<file path="src/wsht_pkg.sv">
`default_nettype none

package wsht_pkg;

    // Default sizes handed to the top level.
    localparam int MAX_FRAMES_DEF  = 64;
    localparam int HEIGHT_BITS_DEF = 16;

    // Fixed part of a frame entry: end arity, branch arity and polymorphic mark.
    localparam int FRAME_FIXED_W = 17;

    // Height of an empty activation and the ceiling of the reported cost.
    localparam int          ACT_FRAME_COST = 2;
    localparam logic [16:0] COST_MAX       = 17'd131071;

    // Event codes on the input channel.
    typedef enum logic [3:0] {
        OP_START       = 4'd0,
        OP_BLOCK       = 4'd1,
        OP_IF          = 4'd2,
        OP_ELSE        = 4'd3,
        OP_END         = 4'd4,
        OP_PLAIN       = 4'd5,
        OP_BR          = 4'd6,
        OP_BR_IF       = 4'd7,
        OP_TABLE       = 4'd8,
        OP_RETURN      = 4'd9,
        OP_UNREACHABLE = 4'd10
    } t_op;

    // Status codes on the result channel.
    typedef enum logic [2:0] {
        ST_OK             = 3'd0,
        ST_NO_FRAME       = 3'd1,
        ST_BELOW_FRAME    = 3'd2,
        ST_UNDERFLOW      = 3'd3,
        ST_BAD_DEPTH      = 3'd4,
        ST_TABLE_MISMATCH = 3'd5
    } t_status;

    // One input event.
    typedef struct packed {
        logic [3:0]  operation;
        logic [7:0]  first_pop;
        logic [7:0]  second_pop;
        logic [7:0]  push_count;
        logic [5:0]  depth;
        logic        has_result;
        logic        is_loop;
        logic [15:0] local_count;
        logic [7:0]  result_count;
        logic        table_last;
    } t_item;

    // One result.
    typedef struct packed {
        t_status     status;
        logic        done_res;
        logic [16:0] stack_cost;
        logic [15:0] height;
    } t_result;

endpackage

`default_nettype wire

</file>
<file path="src/wasm_stack_height_tracker.sv">
`default_nettype none

// Pipeline: a result passes through the accept stage register and then the output register.
// Throughput: one event per cycle while the output is taken; the frame memory read is issued at acceptance
// and a write to the same entry in that cycle is forwarded from a bypass register.
// Reset: synchronous, active low; clears the pipeline and the tracker state.
// The frame memory is not cleared; only entries written since the last start are read.
module wasm_stack_height_tracker #(
    parameter int MAX_FRAMES  = wsht_pkg::MAX_FRAMES_DEF,
    parameter int HEIGHT_BITS = wsht_pkg::HEIGHT_BITS_DEF
) (
    input  wire logic        i_clk,
    input  wire logic        i_rst_n,
    input  wire logic        i_in_valid,
    output logic             o_in_ready,
    input  wire logic [3:0]  i_operation,
    input  wire logic [7:0]  i_first_pop,
    input  wire logic [7:0]  i_second_pop,
    input  wire logic [7:0]  i_push_count,
    input  wire logic [5:0]  i_depth,
    input  wire logic        i_has_result,
    input  wire logic        i_is_loop,
    input  wire logic [15:0] i_local_count,
    input  wire logic [7:0]  i_result_count,
    input  wire logic        i_table_last,
    output logic             o_out_valid,
    input  wire logic        i_out_ready,
    output logic [2:0]       o_status,
    output logic             o_done_res,
    output logic [16:0]      o_stack_cost,
    output logic [15:0]      o_height
);

    import wsht_pkg::*;

    localparam int AW      = $clog2(MAX_FRAMES);
    localparam int CNT_W   = $clog2(MAX_FRAMES + 1);
    localparam int DW      = (CNT_W > 6) ? CNT_W : 6;
    localparam int FRAME_W = HEIGHT_BITS + FRAME_FIXED_W;

    t_item            in_item;
    logic             accept;
    logic             advance;

    logic             r_s1_valid;
    t_item            r_s1_item;
    logic [CNT_W-1:0] r_pcnt, n_pcnt;
    logic [DW-1:0]    raddr_full;
    logic [AW-1:0]    raddr;

    logic             r_fwd_hit;
    logic [FRAME_W-1:0] r_fwd_data;
    logic [FRAME_W-1:0] mem_rdata;
    logic [FRAME_W-1:0] rd_frame;

    logic             wr_en;
    logic [AW-1:0]    wr_addr;
    logic [FRAME_W-1:0] wr_data;

    t_result          exec_result;
    logic             r_out_valid;
    t_result          r_out;

    assign in_item = '{operation: i_operation, first_pop: i_first_pop,
                       second_pop: i_second_pop, push_count: i_push_count,
                       depth: i_depth, has_result: i_has_result, is_loop: i_is_loop,
                       local_count: i_local_count, result_count: i_result_count,
                       table_last: i_table_last};

    // Handshake: the execute stage moves on whenever the output register frees up.
    assign advance    = r_s1_valid && (!r_out_valid || i_out_ready);
    assign o_in_ready = !r_s1_valid || advance;
    assign accept     = i_in_valid && o_in_ready;

    // Frame count as seen by the next event; it runs ahead of the execute stage.
    // After an error it may drift, but every event until the next start is ignored.
    always_comb begin
        case (i_operation)
            OP_START:        n_pcnt = CNT_W'(1);
            OP_BLOCK, OP_IF: n_pcnt = r_pcnt + 1'b1;
            OP_END:          n_pcnt = r_pcnt - 1'b1;
            default:         n_pcnt = r_pcnt;
        endcase
    end

    // An end reads the frame below the top; a branch reads its target frame.
    assign raddr_full = (i_operation == OP_END) ? (DW'(r_pcnt) - DW'(2))
                                                : (DW'(r_pcnt) - DW'(1) - DW'(i_depth));
    assign raddr      = raddr_full[AW-1:0];

    // Accept stage.
    always_ff @(posedge i_clk) begin
        if (!i_rst_n) begin
            r_s1_valid <= 1'b0;
            r_pcnt     <= '0;
        end else begin
            if (accept) begin
                r_s1_valid <= 1'b1;
                r_pcnt     <= n_pcnt;
            end else if (advance) begin
                r_s1_valid <= 1'b0;
            end
        end
    end

    // Item payload and bypass of a write that lands in the same cycle as the read.
    always_ff @(posedge i_clk) begin
        if (accept) begin
            r_s1_item  <= in_item;
            r_fwd_hit  <= wr_en && (wr_addr == raddr);
            r_fwd_data <= wr_data;
        end
    end

    assign rd_frame = r_fwd_hit ? r_fwd_data : mem_rdata;

    wsht_frame_mem #(
        .ADDR_W (AW),
        .DATA_W (FRAME_W)
    ) u_frame_mem (
        .i_clk   (i_clk),
        .i_we    (wr_en),
        .i_waddr (wr_addr),
        .i_wdata (wr_data),
        .i_re    (accept),
        .i_raddr (raddr),
        .o_rdata (mem_rdata)
    );

    wsht_exec #(
        .MAX_FRAMES  (MAX_FRAMES),
        .HEIGHT_BITS (HEIGHT_BITS)
    ) u_exec (
        .i_clk      (i_clk),
        .i_rst_n    (i_rst_n),
        .i_fire     (advance),
        .i_item     (r_s1_item),
        .i_rd_frame (rd_frame),
        .o_result   (exec_result),
        .o_wr_en    (wr_en),
        .o_wr_addr  (wr_addr),
        .o_wr_data  (wr_data)
    );

    // Output register.
    always_ff @(posedge i_clk) begin
        if (!i_rst_n) begin
            r_out_valid <= 1'b0;
        end else if (advance) begin
            r_out_valid <= 1'b1;
        end else if (i_out_ready) begin
            r_out_valid <= 1'b0;
        end
    end

    always_ff @(posedge i_clk) begin
        if (advance) begin
            r_out <= exec_result;
        end
    end

    assign o_out_valid  = r_out_valid;
    assign o_status     = r_out.status;
    assign o_done_res   = r_out.done_res;
    assign o_stack_cost = r_out.stack_cost;
    assign o_height     = r_out.height;

endmodule

`default_nettype wire

</file>
<file path="src/wsht_frame_mem.sv">
`default_nettype none

module wsht_frame_mem #(
    parameter int ADDR_W = 6,
    parameter int DATA_W = 33
) (
    input  wire logic              i_clk,
    input  wire logic              i_we,
    input  wire logic [ADDR_W-1:0] i_waddr,
    input  wire logic [DATA_W-1:0] i_wdata,
    input  wire logic              i_re,
    input  wire logic [ADDR_W-1:0] i_raddr,
    output logic      [DATA_W-1:0] o_rdata
);

    logic [DATA_W-1:0] r_mem [0:(1 << ADDR_W)-1];

    // Write port.
    always_ff @(posedge i_clk) begin
        if (i_we) begin
            r_mem[i_waddr] <= i_wdata;
        end
    end

    // Registered read port; the data holds while no read is issued.
    always_ff @(posedge i_clk) begin
        if (i_re) begin
            o_rdata <= r_mem[i_raddr];
        end
    end

endmodule

`default_nettype wire

</file>
<file path="src/wsht_exec.sv">
`default_nettype none

module wsht_exec #(
    parameter int MAX_FRAMES  = 64,
    parameter int HEIGHT_BITS = 16
) (
    input  wire logic                                         i_clk,
    input  wire logic                                         i_rst_n,
    input  wire logic                                         i_fire,
    input  wire wsht_pkg::t_item                              i_item,
    input  wire logic [HEIGHT_BITS+wsht_pkg::FRAME_FIXED_W-1:0] i_rd_frame,
    output wsht_pkg::t_result                                 o_result,
    output logic                                              o_wr_en,
    output logic [$clog2(MAX_FRAMES)-1:0]                     o_wr_addr,
    output logic [HEIGHT_BITS+wsht_pkg::FRAME_FIXED_W-1:0]      o_wr_data
);

    import wsht_pkg::*;

    localparam int HB    = HEIGHT_BITS;
    localparam int AW    = $clog2(MAX_FRAMES);
    localparam int CNT_W = $clog2(MAX_FRAMES + 1);
    localparam int DW    = (CNT_W > 6) ? CNT_W : 6;
    localparam int SW    = ((HB > 16) ? HB : 16) + 1;

    typedef struct packed {
        logic [HB-1:0] start;
        logic [7:0]    end_ar;
        logic [7:0]    br_ar;
        logic          poly;
    } t_frame;

    typedef struct packed {
        t_status       st;
        logic [HB-1:0] h;
    } t_pop;

    // Pop n values from height h against the top frame.
    function automatic t_pop pop_vals(input logic [HB-1:0] h, input logic [7:0] n,
                                      input logic [HB-1:0] start, input logic poly);
        t_pop          res;
        logic [HB-1:0] n_ext;
        res.st = ST_OK;
        res.h  = h;
        n_ext  = HB'(n);
        if (n != 8'd0) begin
            if (n_ext > h) begin
                res.st = ST_UNDERFLOW;
            end else if ((h - n_ext) < start) begin
                if (!poly) begin
                    res.st = ST_BELOW_FRAME;
                end
            end else begin
                res.h = h - n_ext;
            end
        end
        return res;
    endfunction

    // Push n values, saturating at the height range.
    function automatic logic [HB-1:0] push_vals(input logic [HB-1:0] h, input logic [7:0] n);
        logic [HB:0] sum;
        sum = {1'b0, h} + (HB+1)'(n);
        return sum[HB] ? {HB{1'b1}} : sum[HB-1:0];
    endfunction

    // Tracker state.
    logic [CNT_W-1:0] r_count, n_count;
    logic [HB-1:0]    r_height, n_height;
    logic [HB-1:0]    r_max, n_max;
    logic [15:0]      r_locals, n_locals;
    logic [7:0]       r_func_res, n_func_res;
    logic [7:0]       r_table_ar, n_table_ar;
    logic             r_in_table, n_in_table;
    logic             r_saw, n_saw;
    logic             r_failed, n_failed;
    t_frame           r_top, n_top;

    // Working values of the current event.
    t_frame           rd;
    t_status          st;
    logic [HB-1:0]    h;
    t_pop             p1, p2;
    logic             instr;
    logic             depth_ok;
    logic [7:0]       tgt_ar;
    logic             do_push;
    t_frame           new_frame;
    logic             done;
    logic [16:0]      cost;
    logic [SW-1:0]    cost_sum;

    assign rd       = i_rd_frame;
    assign depth_ok = DW'(i_item.depth) < DW'(r_count);
    assign tgt_ar   = (i_item.depth == 6'd0) ? r_top.br_ar : rd.br_ar;
    assign cost_sum = r_saw ? (SW'(r_max) + SW'(r_locals))
                            : (SW'(r_locals) + SW'(ACT_FRAME_COST));

    // Event execution against the top frame held in registers.
    always_comb begin
        n_count    = r_count;
        n_max      = r_max;
        n_locals   = r_locals;
        n_func_res = r_func_res;
        n_table_ar = r_table_ar;
        n_in_table = r_in_table;
        n_saw      = r_saw;
        n_failed   = r_failed;
        n_top      = r_top;
        h          = r_height;
        st         = ST_OK;
        p1         = '0;
        p2         = '0;
        instr      = 1'b0;
        do_push    = 1'b0;
        new_frame  = '0;
        done       = 1'b0;
        cost       = '0;
        o_wr_en    = 1'b0;

        if (i_item.operation == OP_START) begin
            n_count    = CNT_W'(1);
            h          = HB'(ACT_FRAME_COST);
            n_max      = '0;
            n_locals   = i_item.local_count;
            n_func_res = i_item.result_count;
            n_table_ar = '0;
            n_in_table = 1'b0;
            n_saw      = 1'b0;
            n_failed   = 1'b0;
            n_top      = '{start: '0, end_ar: i_item.result_count,
                           br_ar: i_item.result_count, poly: 1'b0};
        end else if (r_failed) begin
            st = ST_NO_FRAME;
        end else if (i_item.operation <= OP_UNREACHABLE) begin
            if (r_in_table && i_item.operation != OP_TABLE) begin
                n_in_table = 1'b0;
            end
            if (r_count == '0) begin
                st = ST_NO_FRAME;
            end else begin
                instr = (i_item.operation != OP_ELSE && i_item.operation != OP_END &&
                         i_item.operation != OP_TABLE) ||
                        (i_item.operation == OP_TABLE && !r_in_table);
                // Running maximum is taken before the instruction.
                if (instr) begin
                    n_saw = 1'b1;
                    if (!r_top.poly && r_height > r_max) begin
                        n_max = r_height;
                    end
                end
                case (i_item.operation)
                    OP_BLOCK: begin
                        do_push   = 1'b1;
                        new_frame = '{start: h, end_ar: {7'd0, i_item.has_result},
                                      br_ar: i_item.is_loop ? 8'd0 : {7'd0, i_item.has_result},
                                      poly: 1'b0};
                    end
                    OP_IF: begin
                        p1 = pop_vals(h, 8'd1, r_top.start, r_top.poly);
                        h  = p1.h;
                        st = p1.st;
                        if (st == ST_OK) begin
                            do_push   = 1'b1;
                            new_frame = '{start: h, end_ar: {7'd0, i_item.has_result},
                                          br_ar: {7'd0, i_item.has_result}, poly: 1'b0};
                        end
                    end
                    OP_ELSE: begin
                        h          = r_top.start;
                        n_top.poly = 1'b0;
                    end
                    OP_END: begin
                        h       = push_vals(r_top.start, r_top.end_ar);
                        n_count = r_count - 1'b1;
                        if (r_count == CNT_W'(1)) begin
                            done = 1'b1;
                            cost = (cost_sum > SW'(COST_MAX)) ? COST_MAX : cost_sum[16:0];
                        end else begin
                            n_top = rd;
                        end
                    end
                    OP_PLAIN: begin
                        p1 = pop_vals(h, i_item.first_pop, r_top.start, r_top.poly);
                        h  = p1.h;
                        st = p1.st;
                        if (st == ST_OK) begin
                            p2 = pop_vals(h, i_item.second_pop, r_top.start, r_top.poly);
                            h  = p2.h;
                            st = p2.st;
                        end
                        if (st == ST_OK) begin
                            h = push_vals(h, i_item.push_count);
                        end
                    end
                    OP_BR: begin
                        if (!depth_ok) begin
                            st = ST_BAD_DEPTH;
                        end else begin
                            p1 = pop_vals(h, tgt_ar, r_top.start, r_top.poly);
                            h  = p1.h;
                            st = p1.st;
                            if (st == ST_OK) begin
                                n_top.poly = 1'b1;
                            end
                        end
                    end
                    OP_BR_IF: begin
                        if (!depth_ok) begin
                            st = ST_BAD_DEPTH;
                        end else begin
                            p1 = pop_vals(h, tgt_ar, r_top.start, r_top.poly);
                            h  = p1.h;
                            st = p1.st;
                            if (st == ST_OK) begin
                                p2 = pop_vals(h, 8'd1, r_top.start, r_top.poly);
                                h  = p2.h;
                                st = p2.st;
                            end
                            if (st == ST_OK) begin
                                h = push_vals(h, tgt_ar);
                            end
                        end
                    end
                    OP_TABLE: begin
                        if (!depth_ok) begin
                            st = ST_BAD_DEPTH;
                        end else if (!r_in_table) begin
                            n_table_ar = tgt_ar;
                            n_in_table = 1'b1;
                        end else if (tgt_ar != r_table_ar) begin
                            st = ST_TABLE_MISMATCH;
                        end
                        // The last entry pops the common arity and ends the table.
                        if (st == ST_OK && i_item.table_last) begin
                            n_in_table = 1'b0;
                            p1 = pop_vals(h, tgt_ar, r_top.start, r_top.poly);
                            h  = p1.h;
                            st = p1.st;
                            if (st == ST_OK) begin
                                n_top.poly = 1'b1;
                            end
                        end
                    end
                    OP_RETURN: begin
                        p1 = pop_vals(h, r_func_res, r_top.start, r_top.poly);
                        h  = p1.h;
                        st = p1.st;
                        if (st == ST_OK) begin
                            n_top.poly = 1'b1;
                        end
                    end
                    default: begin
                        n_top.poly = 1'b1;
                    end
                endcase
                // Opening a frame spills the old top into the frame memory.
                if (do_push) begin
                    if (r_count >= CNT_W'(MAX_FRAMES)) begin
                        st = ST_BAD_DEPTH;
                    end else begin
                        o_wr_en = i_fire;
                        n_top   = new_frame;
                        n_count = r_count + 1'b1;
                    end
                end
            end
            if (st != ST_OK) begin
                n_failed = 1'b1;
            end
        end
        n_height = h;
    end

    assign o_wr_addr = AW'(r_count - 1'b1);
    assign o_wr_data = r_top;

    assign o_result = '{status: st, done_res: done, stack_cost: cost, height: 16'(h)};

    // Control state, updated once per executed event.
    always_ff @(posedge i_clk) begin
        if (!i_rst_n) begin
            r_count    <= '0;
            r_height   <= HB'(ACT_FRAME_COST);
            r_max      <= '0;
            r_locals   <= '0;
            r_func_res <= '0;
            r_table_ar <= '0;
            r_in_table <= 1'b0;
            r_saw      <= 1'b0;
            r_failed   <= 1'b0;
        end else if (i_fire) begin
            r_count    <= n_count;
            r_height   <= n_height;
            r_max      <= n_max;
            r_locals   <= n_locals;
            r_func_res <= n_func_res;
            r_table_ar <= n_table_ar;
            r_in_table <= n_in_table;
            r_saw      <= n_saw;
            r_failed   <= n_failed;
        end
    end

    // Cached top frame; only read while a frame is open.
    always_ff @(posedge i_clk) begin
        if (i_fire) begin
            r_top <= n_top;
        end
    end

endmodule

`default_nettype wire
</file>
<file path="config.mk">
export PLATFORM = sky130hd
export DESIGN_NAME = wasm_stack_height_tracker
export DESIGN_NICKNAME = d
export VERILOG_FILES = /design/src/wsht_pkg.sv /design/src/wasm_stack_height_tracker.sv /design/src/wsht_frame_mem.sv /design/src/wsht_exec.sv
export SDC_FILE = /design/constraint.sdc
export NUM_CORES = 2
export LEC_CHECK = 0
export BUFFER_PORTS_ARGS = -buffer_cell sky130_fd_sc_hd__buf_2
export CORE_MARGIN = 4
export CORE_UTILIZATION = 56
export CTS_CLUSTER_SIZE = 30
export DETAILED_ROUTE_END_ITERATION = 16
export GPL_ROUTABILITY_DRIVEN = 1
export MAX_ROUTING_LAYER = met4
export PLACE_DENSITY = 0.84
export RECOVER_POWER = 25
export SYNTH_ARGS = -nofsm -noshare
export SYNTH_HDL_FRONTEND = slang
export SYNTH_SLANG_ARGS = --single-unit
</file>
<file path="constraint.sdc">
create_clock -name i_clk -period 11.05 [get_ports i_clk]
set_input_delay 0.5525 -clock i_clk [delete_from_list [all_inputs] [get_ports i_clk]]
set_output_delay 0.5525 -clock i_clk [all_outputs]
set_load 0.01 [all_outputs]
</file>
# Word-level counts from Yosys, hierarchy flattened
# Memory sizes are Yosys's and may differ from the RTL's. A register that Yosys moved wholly into a read port is not among the register bits.
# Index checks and enable logic that the tools add are counted.
[word_totals] word_cells=346 ram_bits=2112 n_memories=1 reg_bits=248 out_inout_bits=39
[classes] addsub=17 reduce_logical=54 n_mux=200 n_eq_ne=21 n_lt_le_gt_ge=17 n_bitwise=3
[mem_list] memory="u_frame_mem.r_mem" words=64 width=33 rd=1 rd_ports_with_merged_regs=1 write_ports=1 line_no="wsht_frame_mem.sv:16" text="logic [DATA_W-1:0] r_mem [0:(1 << ADDR_W)-1];"
[ops] op="16-bit 2-to-1 mux" n=43
[ops] op="19-bit 2-to-1 mux" n=36
[ops] op="33-bit 2-to-1 mux" n=8
[ops] op="16-bit one-hot mux with 8 select lines" n=1
[ops] op="16-bit less-than comparator" n=6
[ops] op="3-bit 2-to-1 mux" n=32
[ops] op="33-bit one-hot mux with 2 select lines" n=1
[ops] op="8-bit by 16-bit greater-than comparator with 1-bit output" n=4
[ops] op="8-bit 2-to-1 mux" n=8
[ops] op="16-bit by 8-bit subtractor with 16-bit output" n=4
[ops] op="16-bit by 8-bit adder with 17-bit output" n=3
[ops] op="17-bit 2-to-1 mux" n=3
[ops] op="7-bit 2-to-1 mux" n=7
[ops] op="1-bit 2-to-1 mux" n=44
[ops] op="1-bit by 16-bit greater-than comparator with 1-bit output, first input constant" n=2
[ops] op="32-bit 2-to-1 mux" n=1
[ops] op="8-bit nonzero test" n=4
[ops] op="16-bit by 1-bit subtractor with 16-bit output, second input constant" n=2
[ops] op="3-bit logical NOT" n=9
[ops] op="2-bit 2-to-1 mux" n=11
[ops] op="7-bit one-hot mux with 3 select lines" n=1
[ops] op="4-bit by 3-bit equality test with 1-bit output, second input constant" n=5
[ops] op="3-bit one-hot mux with 6 select lines" n=1
[ops] op="16-bit by 16-bit adder with 17-bit output" n=1
[ops] op="other kinds (44)" n=75

# Logic depth before layout (Yosys ltp)
[depth] ltp_word=37 mapped_depth=61 ltp_nobuf=57

# Cells and area by module
# From an unflattened synthesis, not the netlist that was laid out.
[hier_totals] cells_unflattened=6305 hier_area_um2=104381.4
[modules_own_cells] mod="wsht_frame_mem" cells_per_inst=3610 seq_area_each_um2=64411.8 area_per_inst_um2=81424.3 instances=1
[modules_own_cells] mod="wsht_exec" cells_per_inst=2382 seq_area_each_um2=2472.4 area_per_inst_um2=17486.8 instances=1
[modules_own_cells] mod="wasm_stack_height_tracker" cells_per_inst=313 seq_area_each_um2=4124.0 area_per_inst_um2=5470.2 instances=1

# Least setup slack after synthesis
# No wires, ideal clock.
[synth_path] path_type="register -> register" from="register r_fwd_hit" to="register r_out (netlist bit o_height[1]), data pin" setup_time_ns=0.274 t_arrival_ns=11.094 slack_ns=-0.318 stages_incl_launch_ff=59 cell_sequence="edfxtp_1 -> buf_4 -> clkbuf_1 -> clkbuf_1 -> mux2_2 -> a21oi_1 -> nor2_1 -> inv_1 -> ha_1 -> a21oi_1 -> a31oi_1 -> o311ai_1 -> a21oi_2 -> or2_2 -> nor2_1 -> xnor2_1 -> ha_1 -> nand4_1 -> (+23 left out) -> xnor2_1 -> ha_1 -> fa_1 -> a21oi_1 -> nor2_1 -> nor2_1 -> o21bai_1 -> a21oi_1 -> nor2b_1 -> o21ai_0 -> nand2b_1 -> nand3_1 -> nor3_4 -> and2_1 -> buf_4 -> o21bai_1 -> o2111a_1 -> o21ai_0"
[synth_rtl] item="start: declaration" line_no="wasm_stack_height_tracker.sv:51" text="logic r_fwd_hit;"
[synth_rtl] item="start signal: assignment" line_no="wasm_stack_height_tracker.sv:110" text="r_fwd_hit <= wr_en && (wr_addr == raddr);"
[synth_rtl] item="end signal: assignment" line_no="wasm_stack_height_tracker.sv:158" text="r_out <= exec_result;"
[synth_rtl] item="end: declaration" line_no="wasm_stack_height_tracker.sv:62" text="t_result r_out;"

# Final worst setup path
[layout_path] from="register u_exec.r_top (netlist bit u_exec.o_wr_data[4])" to="register u_exec.r_height[11]"
[layout_via] elab_chain_cells=32
[layout_rtl] item="start: declaration" line_no="wsht_exec.sv:77" text="t_frame r_top, n_top;"
[layout_rtl] item="start signal: assignment" line_no="wsht_exec.sv:308" text="r_top <= n_top;"
[layout_rtl] item="8-bit 2-to-1 mux (*)" line_no="wsht_exec.sv:95" text="assign tgt_ar = (i_item.depth == 6'd0) ? r_top.br_ar : rd.br_ar;"
[layout_rtl] item="16-bit by 8-bit subtractor with 16-bit output" line_no="wsht_exec.sv:49, wsht_exec.sv:54"
[layout_rtl] item="16-bit less-than comparator" line_no="wsht_exec.sv:49" text="end else if ((h - n_ext) < start) begin"
[layout_rtl] item="16-bit 2-to-1 mux" line_no="wsht_exec.sv:49"
[layout_rtl] item="16-bit 2-to-1 mux" line_no="wsht_exec.sv:47" text="if (n_ext > h) begin"
[layout_rtl] item="19-bit 2-to-1 mux" line_no="wsht_exec.sv:46" text="if (n != 8'd0) begin"
[layout_rtl] item="19-bit 2-to-1 mux" line_no="wsht_exec.sv:209" text="if (!depth_ok) begin"
[layout_rtl] item="19-bit 2-to-1 mux" line_no="wsht_exec.sv:152" text="case (i_item.operation)"
[layout_rtl] item="(+16 left out)"
[layout_rtl] item="16-bit 2-to-1 mux" line_no="wsht_exec.sv:64" text="return sum[HB] ? {HB{1'b1}} : sum[HB-1:0];"
[layout_rtl] item="16-bit 2-to-1 mux" line_no="wsht_exec.sv:220" text="if (st == ST_OK) begin"
[layout_rtl] item="16-bit 2-to-1 mux" line_no="wsht_exec.sv:209"
[layout_rtl] item="16-bit one-hot mux with 8 select lines (*)" line_no="wsht_exec.sv:152"
[layout_rtl] item="16-bit 2-to-1 mux (*)" line_no="wsht_exec.sv:139" text="if (r_count == '0) begin"
[layout_rtl] item="16-bit 2-to-1 mux (*)" line_no="wsht_exec.sv:135" text="end else if (i_item.operation <= OP_UNREACHABLE) begin"
[layout_rtl] item="16-bit 2-to-1 mux (*)" line_no="wsht_exec.sv:133" text="end else if (r_failed) begin"
[layout_rtl] item="16-bit 2-to-1 mux (*)" line_no="wsht_exec.sv:121" text="if (i_item.operation == OP_START) begin"
[layout_rtl] item="end signal: assignment" line_no="wsht_exec.sv:284" text="r_height <= HB'(ACT_FRAME_COST);"
[layout_rtl] item="end signal: assignment" line_no="wsht_exec.sv:294" text="r_height <= n_height;"
[layout_rtl] item="end: declaration" line_no="wsht_exec.sv:69" text="logic [HB-1:0] r_height, n_height;"
# Every way passes the cells marked *; elsewhere a longest branch is shown, timed or not. The select of a mux whose other input is x is not followed.
# A chain may end at the register's enable or synchronous reset.

==> impl_metrics.toml <==
[status]
status = "finished with violations"
violations = "max-capacitance violations, max-slew violations"

[routing]
ant_nets = 0
vias_per_cell = 7.06
first_pass_iters = 8
drc = 0
wl_per_cell_um = 36.3
drtIter0Drc = 11400
vias = 65800
wl_mm = 338

[synth]
ys_top_cells_by_count = "2310 x edfxtp_1, 528 x mux4_2, 354 x a21oi_1, 317 x nor2_1, 265 x a211oi_1"
syn_avg_cell_area_um2 = 16.7
synth-seq-cells = 2392
yosysTopAreaCell = "edfxtp_1"
ys_seq_area_share_pct = 68.3
synthArstFlopShare_pct = 0
synthTopCellsByArea = "edfxtp_1 67%, mux4_2 11%, ha_1 2.4%"
synth_area_um2 = 104000
synth_cell_types = 105
synth_ff_type = "edfxtp_1"
syn_nets = 6495
synth_top_area_share_pct = 66.7
synthCells = 6225
synth_most_common_cell = "edfxtp_1"
yosys_warnings = 0
synth_edf_count = 2310

[floorplan]
start_util_pct = 56.5
die-area_um2 = 193000
fp-row-count = 157
die_y_um = 439
die_w_um = 439
core_um2 = 184000
pin_count = 104

[place]
gp_congestion = 1.06
post_dp_cell_area_um2 = 110000
hpwl_mm = 190
io_buffers = 103

[power]
vdd_drop_max_mv = 0.167
p_total_mw = 21.4
leakagePower_nw = 38.7
p_per_area_nw_per_um2 = 181

[global_routing]
grt_usage_pct = 36.1
grt_max_degree = 134
grt_pass1_vias = 64500
grt_pass1_wl_mm = 480
overflow = 0
antenna_found_initial = 20

[setup_path]
r2r_slack_ns = 0.46
crit_family = "compound AO/OA/AOI/OAI gates"
path_class = "reg2reg"
cp_max_fo = 67
critPathMaxStageDelay_ns = 2.54
worstSetupStartpointType = "register"
timing.rr.start = "u_exec.o_wr_data[4]$_DFFE_PP_"
arrival_ns = 11.31
critical_path_required_ns = 11.78
cp_slowest_cell = "clkbuf_1"
r2r-end = "u_exec.r_height[11]$_SDFFE_PN0P_"
cp_num_buf_inv = 4
worstSetupEndpointType = "register"
r2r_cells = 36

[sta]
slew_viol_final = 1739
setup_viol_count_final = 0
post-route-min-period_ns = 10.59
slew_headroom_pct = -179
period_share_pct = 95.8
tightest_slew_ns = 4.18
rsz0062_at_grt = "true"
hold_viol_final = 0
skew_ns = 0.0975
max_freq_mhz = 94.5

[cells_and_area]
fill_cells = 12000
fin_util_pct = 64.2
syn_to_final_growth_pct = 13.6
stdcell_area_um2 = 118000
drive_gt1_share_pct = 22.3
nets = 6928

[hold_path]
hp-class = "in2reg"
worstHoldStart = "i_out_ready"
holdPathEnd = "o_out_valid$_SDFFE_PN0P_"
hold_depth = 4

[clock_tree]
clockBufferDepth = 3
cts_tree = "yes"
h-tree-depth = 4
cts_made_buffers = 223
clk_pin_slew_ns = 0.07
insertion_delay_ns = 0.92
cts.sinks = 2392
cts_root_buf = "clkbuf_16"

[job]
drv_cap = 27
==> tightest hold or removal path: cells and delay by family <==
kind	cells	cell delay [ns]
AND/OR/NAND/NOR	3	0.27
buffers and inverters	1	0.08
==> logic make-up (layout without fill, tap and decap cells) <==
logic type | after synthesis | count (layout) | synth area share [%]
adders and majority gates | 206 | 206 | 2.54
and+or+nand+nor | 1084 | 1084 | 5.15
buffers and inverters | 481 | 1101 | 1.77
DFF | 2392 | 2392 | 68.3
xor gates and xnor gates | 201 | 201 | 1.70
other | 0 | 16 | 0
muxes | 730 | 730 | 13.4
AOI/OAI and AO/OA | 1131 | 1131 | 7.12
==> worst max-delay path by stage <==
stage,from,to,slack (ns),cells past startpoint
6_report,u_exec.o_wr_data[4]$_DFFE_PP_,u_exec.r_height[11]$_SDFFE_PN0P_,0.46,36
5_1_grt,r_s1_item[28]$_DFFE_PP_,u_exec.r_height[10]$_SDFFE_PN0P_,-0.08,57
4_1_cts,r_s1_item[28]$_DFFE_PP_,o_height[14]$_DFFE_PP_,0.03,54
3_5_place_dp,r_s1_item[28]$_DFFE_PP_,o_height[14]$_DFFE_PP_,-0.12,54
3_3_place_gp,r_s1_item[28]$_DFFE_PP_,o_height[14]$_DFFE_PP_,0.02,56
2_1_floorplan,u_exec.o_wr_data[7]$_DFFE_PP_,o_height[1]$_DFFE_PP_,0.07,55
==> state kept, by name, summed over array words and instances, names as in the netlist, 7 cells and up <==
name	count
u_frame_mem.o_rdata	33
u_exec.r_height	16
u_exec.r_table_ar	8
o_height	16
u_exec.r_count	7
r_fwd_data	33
r_s1_item	61
u_exec.r_locals	16
u_exec.r_max	16
u_frame_mem.r_mem	2112
u_exec.r_func_res	8
o_stack_cost	17
u_exec.o_wr_data	33
==> routing by layer <==
layer  up-vias  GRT usage [%]  wire [um]
li1      25900              -          -
met1     33100           45.2     114000
met2      5641           55.1     160000
met3      1202           8.37      39900
met4         0           19.9      24500
met5         -              -          0
==> cell usage in the layout (no fill, tap or decap), types with 22 or more instances in the layout <==
cell type      count
a211oi_1         263
a21o_1            42
a21oi_1          339
a22oi_1           23
a31oi_1           23
and2_1            22
and3_1            26
buf_2             88
buf_4            341
bufinv_16         24
clkbuf_1          74
clkbuf_16        225
clkinv_1          42
clkinv_2          49
dfxtp_1           82
dlygate4sd3_1     62
edfxtp_1        2310
ha_1             194
inv_1            138
mux2_2            22
mux2i_1          177
mux4_2           528
nand2_1          244
nand2b_1          34
nand3_1           63
nand4_1           22
nor2_1           249
nor2_4            67
nor2b_1          169
nor3_1            59
nor4_1            36
o211ai_1          30
o21ai_0          167
or3_1             22
xnor2_1          141
xor2_1            57
==> where the power goes <==
part / internal [mW] / switching, mW
combinational: 1.25 / 2.29
clock: 4.31 / 3.59
sequential: 9.93 / 0.0522
==> through the flow <==
| stage | cells | TNS, ns | setup WS [ns] | hold WS [ns] |
|---|---|---|---|---|
| 3_5_place_dp | 8822 | -0.964 | -0.121 | 0.467 |
| 6_report | 9325 | 0 | 0.463 | 0.130 |
| 4_1_cts | 9297 | 0 | 0.0328 | 0.0195 |
| 3_3_place_gp | 8821 | 0 | 0.0229 | 0.462 |
| 2_1_floorplan | 6225 | 0 | 0.0694 | 0.449 |
| 5_1_grt | 9324 | -0.651 | -0.0812 | 0.134 |
==> repair_timing <==
action | 4_1_cts | 5_1_grt
endpoints found under the hold margin | 62 | 0
setup buffers | 1 | 12
hold buffers | 62 | 0
pin swaps | 2 | 29
resized for setup | 5 | 88
endpoints found under the setup margin | 28 | 32
==> cell type report <==
class | instances | area (um2) | area share [%]
clock inverter | 156 | 1590 | 1.34
antenna | 16 | 40.0 | 0.0339
clock buffer | 256 | 5750 | 4.87
tap | 2464 | 3080 | 2.61
sequential | 2392 | 71000 | 60.1
multi-input combinational | 3352 | 32100 | 27.2
inverter | 144 | 546 | 0.462
timing repair buffer | 545 | 3990 | 3.38
Note: power is estimated with default switching activity, not from simulation.
